File: src/design/mssf_pkg.sv
// ----------------------------------------------------------------------------
// mssf_pkg: shared definitions for the motor sequencer
// Mode, action, fault and cause codes, register indexes and the structs that
// pass between the top level and the sequencer core.
// ----------------------------------------------------------------------------
package mssf_pkg;

   localparam int TimerWidth  = 16;
   localparam int CsrIdxWidth = 8;

   // Mode codes
   localparam logic [2:0] MODE_IDLE     = 3'd0;
   localparam logic [2:0] MODE_STARTING = 3'd1;
   localparam logic [2:0] MODE_RUNNING  = 3'd2;
   localparam logic [2:0] MODE_STOPPING = 3'd3;
   localparam logic [2:0] MODE_FAULT    = 3'd4;

   // Request kinds
   localparam logic [1:0] ACT_TICK     = 2'd0;
   localparam logic [1:0] ACT_BUTTON   = 2'd1;
   localparam logic [1:0] ACT_OVERFLOW = 2'd2;

   // Fault codes
   localparam logic [1:0] FAULT_NONE     = 2'd0;
   localparam logic [1:0] FAULT_EXTERNAL = 2'd1;
   localparam logic [1:0] FAULT_OVERFLOW = 2'd2;

   // Transition causes
   localparam logic [2:0] CAUSE_NONE     = 3'd0;
   localparam logic [2:0] CAUSE_BUTTON   = 3'd1;
   localparam logic [2:0] CAUSE_FAULT    = 3'd2;
   localparam logic [2:0] CAUSE_START_TO = 3'd3;
   localparam logic [2:0] CAUSE_STOP_TO  = 3'd4;
   localparam logic [2:0] CAUSE_RESET    = 3'd5;

   // Configuration register indexes
   localparam logic [CsrIdxWidth-1:0] REG_START_TICKS       = 8'd0;
   localparam logic [CsrIdxWidth-1:0] REG_STOP_TICKS        = 8'd1;
   localparam logic [CsrIdxWidth-1:0] REG_RUN_BLINK_TICKS   = 8'd2;
   localparam logic [CsrIdxWidth-1:0] REG_FAULT_BLINK_TICKS = 8'd3;

   // Configuration reset values
   localparam logic [TimerWidth-1:0] START_TICKS_RST       = 16'd1000;
   localparam logic [TimerWidth-1:0] STOP_TICKS_RST        = 16'd500;
   localparam logic [TimerWidth-1:0] RUN_BLINK_TICKS_RST   = 16'd250;
   localparam logic [TimerWidth-1:0] FAULT_BLINK_TICKS_RST = 16'd100;

   typedef struct packed {
      logic [TimerWidth-1:0] start_ticks;
      logic [TimerWidth-1:0] stop_ticks;
      logic [TimerWidth-1:0] run_blink_ticks;
      logic [TimerWidth-1:0] fault_blink_ticks;
   } mssf_cfg_type;

   typedef struct packed {
      logic [1:0] action;
      logic       fault_line;
   } mssf_item_type;

   typedef struct packed {
      logic [2:0]            mode;
      logic [1:0]            fault_code;
      logic                  fault_seen;
      logic [TimerWidth-1:0] phase_timer;
      logic [TimerWidth-1:0] blink_timer;
      logic                  led;
   } mssf_state_type;

   typedef struct packed {
      logic [2:0] mode;
      logic       motor_on;
      logic       led_on;
      logic [1:0] fault_code;
      logic       moved;
      logic [2:0] cause;
   } mssf_result_type;

endpackage

File: src/design/mssf_core.sv
// ----------------------------------------------------------------------------
// mssf_core: sequencer state and per-request update
// Holds the sequencer state and the result register, and applies one request
// per enabled cycle.
// ----------------------------------------------------------------------------
module mssf_core
   import mssf_pkg::*;
(
   input  logic            clock,
   input  logic            reset,
   input  logic            step_en,
   input  mssf_item_type   item,
   input  mssf_cfg_type    cfg,
   output mssf_result_type result
);

   mssf_state_type  state_ff, state_in;
   mssf_result_type result_ff, result_in;

   logic [2:0]            target;
   logic [2:0]            cause;
   logic                  moved;
   logic                  line_mode_fault;
   logic [TimerWidth-1:0] tick_timer;
   logic                  fire;
   logic [TimerWidth-1:0] dec;

   // The phase timer runs in starting and stopping, the blink timer otherwise.
   always_comb begin
      if (state_ff.mode == MODE_STARTING || state_ff.mode == MODE_STOPPING) begin
         tick_timer = state_ff.phase_timer;
      end else begin
         tick_timer = state_ff.blink_timer;
      end
      fire = (tick_timer <= TimerWidth'(1));
      dec  = tick_timer - TimerWidth'(1);
   end

   always_comb begin
      state_in = state_ff;
      target   = state_ff.mode;
      cause    = CAUSE_NONE;
      moved    = 1'b0;

      if (item.action == ACT_OVERFLOW) begin
         state_in.fault_code = FAULT_OVERFLOW;
         target = MODE_FAULT;
         cause  = CAUSE_FAULT;
         moved  = 1'b1;
      end

      line_mode_fault = moved || (state_ff.mode == MODE_FAULT);
      if (!item.fault_line) begin
         state_in.fault_seen = 1'b0;
      end else if (!state_ff.fault_seen) begin
         state_in.fault_seen = 1'b1;
         if (!line_mode_fault) begin
            state_in.fault_code = FAULT_EXTERNAL;
            target = MODE_FAULT;
            cause  = CAUSE_FAULT;
            moved  = 1'b1;
         end
      end

      if (!moved && item.action == ACT_BUTTON) begin
         unique case (state_ff.mode)
            MODE_IDLE: begin
               target = MODE_STARTING;
               cause  = CAUSE_BUTTON;
               moved  = 1'b1;
            end
            MODE_STARTING, MODE_RUNNING: begin
               target = MODE_STOPPING;
               cause  = CAUSE_BUTTON;
               moved  = 1'b1;
            end
            MODE_FAULT: begin
               if (!item.fault_line) begin
                  state_in.fault_code = FAULT_NONE;
                  state_in.fault_seen = 1'b0;
                  target = MODE_IDLE;
                  cause  = CAUSE_RESET;
                  moved  = 1'b1;
               end
            end
            default: begin
            end
         endcase
      end else if (!moved && item.action == ACT_TICK) begin
         unique case (state_ff.mode)
            MODE_STARTING: begin
               if (fire) begin
                  target = MODE_RUNNING;
                  cause  = CAUSE_START_TO;
                  moved  = 1'b1;
               end else begin
                  state_in.phase_timer = dec;
               end
            end
            MODE_STOPPING: begin
               if (fire) begin
                  target = MODE_IDLE;
                  cause  = CAUSE_STOP_TO;
                  moved  = 1'b1;
               end else begin
                  state_in.phase_timer = dec;
               end
            end
            MODE_RUNNING: begin
               if (fire) begin
                  state_in.led         = ~state_ff.led;
                  state_in.blink_timer = cfg.run_blink_ticks;
               end else begin
                  state_in.blink_timer = dec;
               end
            end
            MODE_FAULT: begin
               if (fire) begin
                  state_in.led         = ~state_ff.led;
                  state_in.blink_timer = cfg.fault_blink_ticks;
               end else begin
                  state_in.blink_timer = dec;
               end
            end
            default: begin
            end
         endcase
      end

      // Entry actions of the new mode; leaving a timed phase clears its timer.
      if (moved) begin
         if (state_ff.mode == MODE_STARTING || state_ff.mode == MODE_STOPPING) begin
            state_in.phase_timer = '0;
         end
         state_in.mode = target;
         state_in.led  = (target != MODE_IDLE);
         unique case (target)
            MODE_STARTING: state_in.phase_timer = cfg.start_ticks;
            MODE_STOPPING: state_in.phase_timer = cfg.stop_ticks;
            MODE_RUNNING:  state_in.blink_timer = cfg.run_blink_ticks;
            MODE_FAULT:    state_in.blink_timer = cfg.fault_blink_ticks;
            default: begin
            end
         endcase
      end

      result_in.mode       = state_in.mode;
      result_in.motor_on   = (state_in.mode == MODE_STARTING) ||
                             (state_in.mode == MODE_RUNNING);
      result_in.led_on     = state_in.led;
      result_in.fault_code = state_in.fault_code;
      result_in.moved      = moved;
      result_in.cause      = cause;
   end

   always_ff @(posedge clock) begin
      if (reset) begin
         state_ff <= '0;
      end else if (step_en) begin
         state_ff <= state_in;
      end
   end

   always_ff @(posedge clock) begin
      if (step_en) begin
         result_ff <= result_in;
      end
   end

   assign result = result_ff;

endmodule

File: src/design/motor_start_stop_fault_sequencer.sv
// ----------------------------------------------------------------------------
// motor_start_stop_fault_sequencer: motor start/stop sequencer with faults
// Five-mode sequencer (idle, starting, running, stopping, fault) driven by
// tick, button and overflow requests, with a configurable timing register set.
// ----------------------------------------------------------------------------
// Each request is one millisecond tick, button press or event overflow notice,
// together with the present fault line level, and produces exactly one
// response giving the mode, motor drive, LED level, fault code and whether
// and why the mode changed. A request is registered on acceptance and is
// processed into the response register once the response slot is free, so
// one request can be taken every cycle while rsp_tready is high; the rate
// is set by the single state update per cycle in the sequencer core. A
// stalled response holds only the stage behind it: the input register keeps
// one request waiting, and req_tready falls only while both stages are full
// and rsp_tready is low. The timing registers (start, stop, run blink and
// fault blink lengths in ticks) are written through the csr_ port, which is
// always ready; write them only while no request is in flight. Writes to an
// index beyond the last register are ignored.
module motor_start_stop_fault_sequencer
   import mssf_pkg::*;
(
   input  logic                   clock,
   input  logic                   reset,

   input  logic                   req_tvalid,
   output logic                   req_tready,
   input  logic [7:0]             req_tdata,   // [0] fault_line, [7:1] zero
   input  logic [1:0]             req_tuser,   // [1:0] action

   output logic                   rsp_tvalid,
   input  logic                   rsp_tready,
   // [2:0] mode, [3] motor_on, [4] led_on, [6:5] fault_code, [7] moved,
   // [10:8] cause, [15:11] zero
   output logic [15:0]            rsp_tdata,

   input  logic                   csr_valid,
   output logic                   csr_ready,
   input  logic [CsrIdxWidth-1:0] csr_index,
   input  logic [TimerWidth-1:0]  csr_data
);

   mssf_cfg_type    cfg_ff, cfg_in;
   mssf_item_type   item_ff;
   logic            item_valid_ff, item_valid_in;
   logic            rsp_valid_ff, rsp_valid_in;
   logic            step_en;
   logic            req_accept;
   mssf_result_type result;

   // The core advances when a request waits and the response slot is free
   // or is being emptied in this cycle.
   assign step_en    = item_valid_ff && (!rsp_valid_ff || rsp_tready);
   assign req_tready = !item_valid_ff || step_en;
   assign req_accept = req_tvalid && req_tready;

   always_comb begin
      item_valid_in = item_valid_ff;
      if (req_accept) begin
         item_valid_in = 1'b1;
      end else if (step_en) begin
         item_valid_in = 1'b0;
      end

      rsp_valid_in = rsp_valid_ff;
      if (step_en) begin
         rsp_valid_in = 1'b1;
      end else if (rsp_tready) begin
         rsp_valid_in = 1'b0;
      end
   end

   always_ff @(posedge clock) begin
      if (reset) begin
         item_valid_ff <= 1'b0;
         rsp_valid_ff  <= 1'b0;
      end else begin
         item_valid_ff <= item_valid_in;
         rsp_valid_ff  <= rsp_valid_in;
      end
   end

   always_ff @(posedge clock) begin
      if (req_accept) begin
         item_ff.action     <= req_tuser;
         item_ff.fault_line <= req_tdata[0];
      end
   end

   // Configuration registers.
   assign csr_ready = 1'b1;

   always_comb begin
      cfg_in = cfg_ff;
      if (csr_valid) begin
         unique case (csr_index)
            REG_START_TICKS:       cfg_in.start_ticks       = csr_data;
            REG_STOP_TICKS:        cfg_in.stop_ticks        = csr_data;
            REG_RUN_BLINK_TICKS:   cfg_in.run_blink_ticks   = csr_data;
            REG_FAULT_BLINK_TICKS: cfg_in.fault_blink_ticks = csr_data;
            default: begin
            end
         endcase
      end
   end

   always_ff @(posedge clock) begin
      if (reset) begin
         cfg_ff.start_ticks       <= START_TICKS_RST;
         cfg_ff.stop_ticks        <= STOP_TICKS_RST;
         cfg_ff.run_blink_ticks   <= RUN_BLINK_TICKS_RST;
         cfg_ff.fault_blink_ticks <= FAULT_BLINK_TICKS_RST;
      end else begin
         cfg_ff <= cfg_in;
      end
   end

   mssf_core u_core (
      .clock   (clock),
      .reset   (reset),
      .step_en (step_en),
      .item    (item_ff),
      .cfg     (cfg_ff),
      .result  (result)
   );

   assign rsp_tvalid = rsp_valid_ff;
   assign rsp_tdata  = {5'b0, result.cause, result.moved, result.fault_code,
                        result.led_on, result.motor_on, result.mode};

endmodule

File: config.mk
export PLATFORM = sky130hd
export DESIGN_NAME = motor_start_stop_fault_sequencer
export DESIGN_NICKNAME = d
export VERILOG_FILES = /design/src/design/mssf_pkg.sv /design/src/design/mssf_core.sv /design/src/design/motor_start_stop_fault_sequencer.sv
export SDC_FILE = /design/constraint.sdc
export NUM_CORES = 1
export LEC_CHECK = 0
export BUFFER_PORTS_ARGS = -buffer_cell sky130_fd_sc_hd__buf_2
export CORE_ASPECT_RATIO = 1.25
export CORE_UTILIZATION = 50
export CTS_CLUSTER_SIZE = 8
export DETAILED_ROUTE_END_ITERATION = 16
export GPL_TIMING_DRIVEN = 0
export PLACE_DENSITY = 0.69
export REMOVE_ABC_BUFFERS = 1
export SLEW_MARGIN = 5
export SYNTH_ARGS = -nofsm -noshare
export SYNTH_HDL_FRONTEND = slang
export SYNTH_SLANG_ARGS = --single-unit
File: constraint.sdc
create_clock -name clock -period 9.25 [get_ports clock]
set_input_delay 0.4625 -clock clock [delete_from_list [all_inputs] [get_ports clock]]
set_output_delay 0.4625 -clock clock [all_outputs]
set_load 0.05 [all_outputs]
# Yosys cells after proc, flatten, opt, wreduce, memory -nomap -nowiden
# Cells that the tools add are included.
# word_totals
ff_bits,119
latch_bits,0
mem_bits_rw,0
rom_bits,0
out_inout_bits,19
memories,0
# classes
addsub,1
multipliers,0
div,0
magnitude_cmp,1
eq_ne,15
n_shift,0
mux,58
bitwise,1
n_reduce_logical,25
# ops
op,count
2-to-1 mux 33 bit,3
2-to-1 mux 16 bit,6
one-hot mux 16 bit (2 select lines),2
2-to-1 mux 3 bit,21
one-hot mux 17 bit (2 select lines),1
one-hot mux 3 bit (2 select lines),3
== test 8 x 2 -> 1 bit (second input constant),2
less-or-equal comparator 16 x 1 -> 1 bit (second input constant),1
subtractor 16 x 1 -> 16 bit (second input constant),1
== test 3 x 2 -> 1 bit (second input constant),5
2-to-1 mux 1 bit,15
2-to-1 mux 2 bit,5
== test 3 x 1 -> 1 bit (second input constant),3
one-hot mux 3 bit (3 select lines),1
== test 8 x 1 -> 1 bit (second input constant),1
zero test 8 bit,1
AND reduction 2 bit,4
== test 3 bit (second input constant),2
logical OR 1 bit,5
logical AND 1 bit,4
nonzero test 2 bit,2
OR reduction 2 bit,2
zero test 1 bit,3
zero test 3 bit,1
other kinds (7),7

# Depth between registers and ports, before layout
# depth
depth_word,13
depth_mapped,19
mapped_depth_nobuf,14

# Cells and area by module
# From an unflattened synthesis, not the netlist that was laid out.
# hier_totals
cells_unflattened,767
area_unflattened_um2,6775.2
# by_module_without_submodules
module,instances,cells_per_inst,area_each_um2,seq_area_each_um2
mssf_core,1,508,3988.8,1111.1
motor_start_stop_fault_sequencer,1,259,2786.4,1411.4

# Worst setup path after synthesis
# Ideal clock, no wire load.
# synth_timing
path_type,flip-flop to flip-flop
from,register u_core.state_ff[38] (netlist name)
to,register u_core.result_ff (netlist bit u_core.result[7]) (data pin)
t_arrival_ns,3.181
slack_ns,5.805
path_stages_with_launch,18
n_path_buf,6
path_cell_list,dfxtp_1 -> nand2b_1 -> buf_2 -> buf_2 -> buf_2 -> mux2i_1 -> ha_1 -> clkbuf_1 -> nor2_1 -> a211oi_1 -> and4b_2 -> nand2_1 -> a211o_1 -> buf_4 -> inv_6 -> buf_6 -> xnor2_1 -> nor2_1
# synth_rtl
item,line,text
from (decl),mssf_core.sv:17,"mssf_state_type state_ff, state_in;"
from (signal assigned),mssf_core.sv:160,state_ff <= state_in;
to (signal assigned),mssf_core.sv:166,result_ff <= result_in;
to (decl),mssf_core.sv:18,"mssf_result_type result_ff, result_in;"

# Worst setup path after layout
# layout_timing
from,register u_core.state_ff[38] (netlist name)
to,register u_core.state_ff[22] (netlist name)
# layout_between
elab_chain_len,12
# layout_lines
item,line,text
branches (longest 11 deep; another with less-or-equal comparator 16 x 1 -> 1 bit),n/a,
2-to-1 mux 33 bit *,mssf_core.sv:131,if (moved) begin
# Mark *: on every way between the ends.
# A chain may end at the register's enable or synchronous reset.

==> impl_metrics.csv <==
group,metric,value,unit
power_and_ir_drop,power.leakage,2.632,nW
synth,synth_cell_types,81,
synth,yosys.cell_count.top_type,"nand2_1",
hold_path,hold_path.class,"in2reg",
routing,routed_wl,19150,µm
sta,max-slew-margin-rel,14.05,%
cells_and_area,diodes,0,
synth,syn_avg_cell_area,8.220,µm²
routing,avgViaCountPerCell,6.159,
synth,ys_ff_latch,119,
cts,clkLatencyLatePin,420,ps
setup_path,required,9570,ps
sta,whs,213.4,ps
global_routing,grt_max_degree,61,
global_routing,grt_pass1_wl,30360,µm
global_routing,grt_pass1_vias,5701,
routing,wire_per_inst,20.05,µm
sta,layout_worst_path_cycle_share,55.41,%
sta,finClkSkew,7.958,ps
setup_path,path_buf_inv,1,
cts,post_cts_buffers,0,
die,die_width,102.2,µm
setup_path,crit_chain,"nand2b_1 > mux2i_1 > ha_1 > nor2_1 > a211oi_1 > and4b_2 > nand2_1 > a211o_1 > inv_6 > mux2i_1 > o22ai_1 > a21o_1",
place,port_buffers,44,
routing,ant_nets,0,
global_routing,overflow,0,
synth,synth_top_area_cell,"dfxtp_1",
synth,synthArstFlopShare,0,%
place,dp_hpwl,13310,µm
cts,numClockSinks,119,
cts,post_cts_resized,0,
setup_path,cp.arrival,5450,ps
cts,root_buffer,"clkbuf_16",
cts,clkTransAtPathRegs,60,ps
die,start_util,51.40,%
synth,synth_top_area_share,33.47,%
synth,netlist_area,6280,µm²
flow_run,cap_viol_max_count,0,
cells_and_area,seq_area,2522,µm²
setup_path,crit_path_start_kind,"flop",
setup_path,end_kind,"flop",
synth,syn_inst,764,
cells_and_area,nets,819,
cts,cts_tree,"yes",
global_routing,track_usage,31.02,%
cells_and_area,drive_gt1_share,14.54,%
power_and_ir_drop,p_per_area,191.4,nW/µm²
die,core_region_area,12220,µm²
setup_path,max_stage_delay,1050,ps
setup_path,critical-path-slowest-cell,"nand2b_1",
power_and_ir_drop,power.total,1.359,mW
cells_and_area,multi_input_area,3481,µm²
setup_path,crit_path_max_fanout,23,
cts,clock_path_buffers,2,
setup_path,worst-setup-path-type,"reg2reg",
cells_and_area,fillCellCount,1147,
cells_and_area,syn_to_final_growth,13.05,%
synth,seq_area_frac_synth,40.17,%
routing,dr.first_iter.drc_count,584,
outcome,status,"finished, final reports clean",
die,row_count,45,
cells_and_area,final_area,7099,µm²
routing,drc_errors,0,
die,ios,58,
power_and_ir_drop,ir_worst_vdd,132.9,µV
synth,yosysWarnings,0,
sta,hold_violations,0,
sta,finalSetupTns,0,ps
sta,tightest_slew,1281,ps
routing,vias,5882,
routing,dr.pass1.iters,6,
die,dieArea,13010,µm²
cts,htree_levels,4,
place,dpl-instance-area,6524,µm²
sta,fin_crit,5126,ps
global_routing,antenna_found_initial,0,
setup_path,crit_path_frequent_cell,"mux2i_1",
synth,ys.flop_type,"dfxtp_1",
synth,yosys-top-cells-area,"dfxtp_1, nand2_1, edfxtp_1, a21oi_1, mux2i_1",
place,place_congestion,0.9680,
cts,cts_hold_buf,0,
sta,setup_violations,0,
sta,max_freq,0.1951,GHz
synth,synth_edf_count,14,
die,die_h,127.3,µm
sta,slew_viol_final,0,
cts,cts_buffers,17,
sta,rsz0062_at_grt,"no",
synth,netlist_top_cells_count,"nand2_1, dfxtp_1, a21oi_1",
setup_path,cp_top_family,"simple AND/OR/NAND/NOR gates",
==> metrics by stage <==
stage / util (%) / instances / worst slack (ps)
after floorplan: - / 710 / 5191
after global placement: 52.73 / 918 / 3222
after detailed placement: 53.39 / 923 / 4261
after CTS: 58.11 / 955 / 4258
after global routing: 58.11 / 955 / 4017
final: 58.11 / 955 / 4124
==> per-layer routing <==
metal / wire length [µm] / share of wire (%) / up-vias / track usage (%)
li1: - / - / 2781 / -
met1: 8141 / 43 / 2837 / 39.16
met2: 9264 / 48 / 223 / 51.01
met3: 1127 / 5.9 / 41 / 5.799
met4: 610 / 3.2 / 0 / 13.87
met5: 0 / 0 / - / 0
==> report_power, final <==
part	total [mW]	switching, mW	internal, mW
sequential	0.542	0.00973	0.532
clock	0.649	0.270	0.379
combinational	0.168	0.117	0.0506
total	1.36	0.397	0.962
==> final cells by class <==
type | instances | share of cell area (%)
clock buffer | 17 | 5.992
clock inverter | 15 | 2.115
inverter | 9 | 0.5464
multi-input combinational | 582 | 49.03
sequential | 119 | 35.53
tap | 164 | 2.890
timing repair buffer | 49 | 3.895
==> flip-flops by register name, summed over array words and instances, names as in the netlist <==
name / flops
cfg_ff: 64
u_core.state_ff: 39
u_core.result: 11
item_ff: 3
item_valid_ff: 1
rsp_tvalid: 1
==> worst paths after layout <==
path,startpoint,end,slack [ps],cells after the start
setup / recovery,u_core.state_ff[38]$_SDFFE_PP0P_,u_core.state_ff[22]$_SDFFE_PP0P_,4120,12
hold / removal,req_tuser[1],item_ff[2]$_DFFE_PP_,210,1
setup reg to reg,u_core.state_ff[38]$_SDFFE_PP0P_,u_core.state_ff[22]$_SDFFE_PP0P_,4120,12
hold reg to reg,cfg_ff[45]$_SDFFE_PP0P_,cfg_ff[45]$_SDFFE_PP0P_,450,2
==> cell families after synthesis <==
kind of cell / after synthesis / share of synthesized area [%]
AND/OR/NAND/NOR: 322 / 25.14
AO/OA/AOI/OAI: 212 / 22.97
flip-flops: 119 / 40.17
buffers and inverters: 67 / 5.041
multiplexers: 25 / 4.064
XOR/XNOR: 15 / 2.092
adder cells (fa/ha/maj): 2 / 0.3984
other: 2 / 0.1196
==> layout by cell type, fill, tap and decap left out, drive strengths merged, types with 9 or more instances in the layout <==
cell / synthesis / final
buf: 19 / 49
nand2: 166 / 166
inv: 8 / 19
nor2: 47 / 47
xnor2: 9 / 9
nor3: 12 / 12
o21ai: 33 / 33
clkbuf: 39 / 17
nand3: 28 / 28
dfxtp: 105 / 105
edfxtp: 14 / 14
o22ai: 14 / 14
a22oi: 24 / 24
a21oi: 72 / 72
mux2i: 24 / 24
Note: power is estimated with default switching activity, not from simulation.
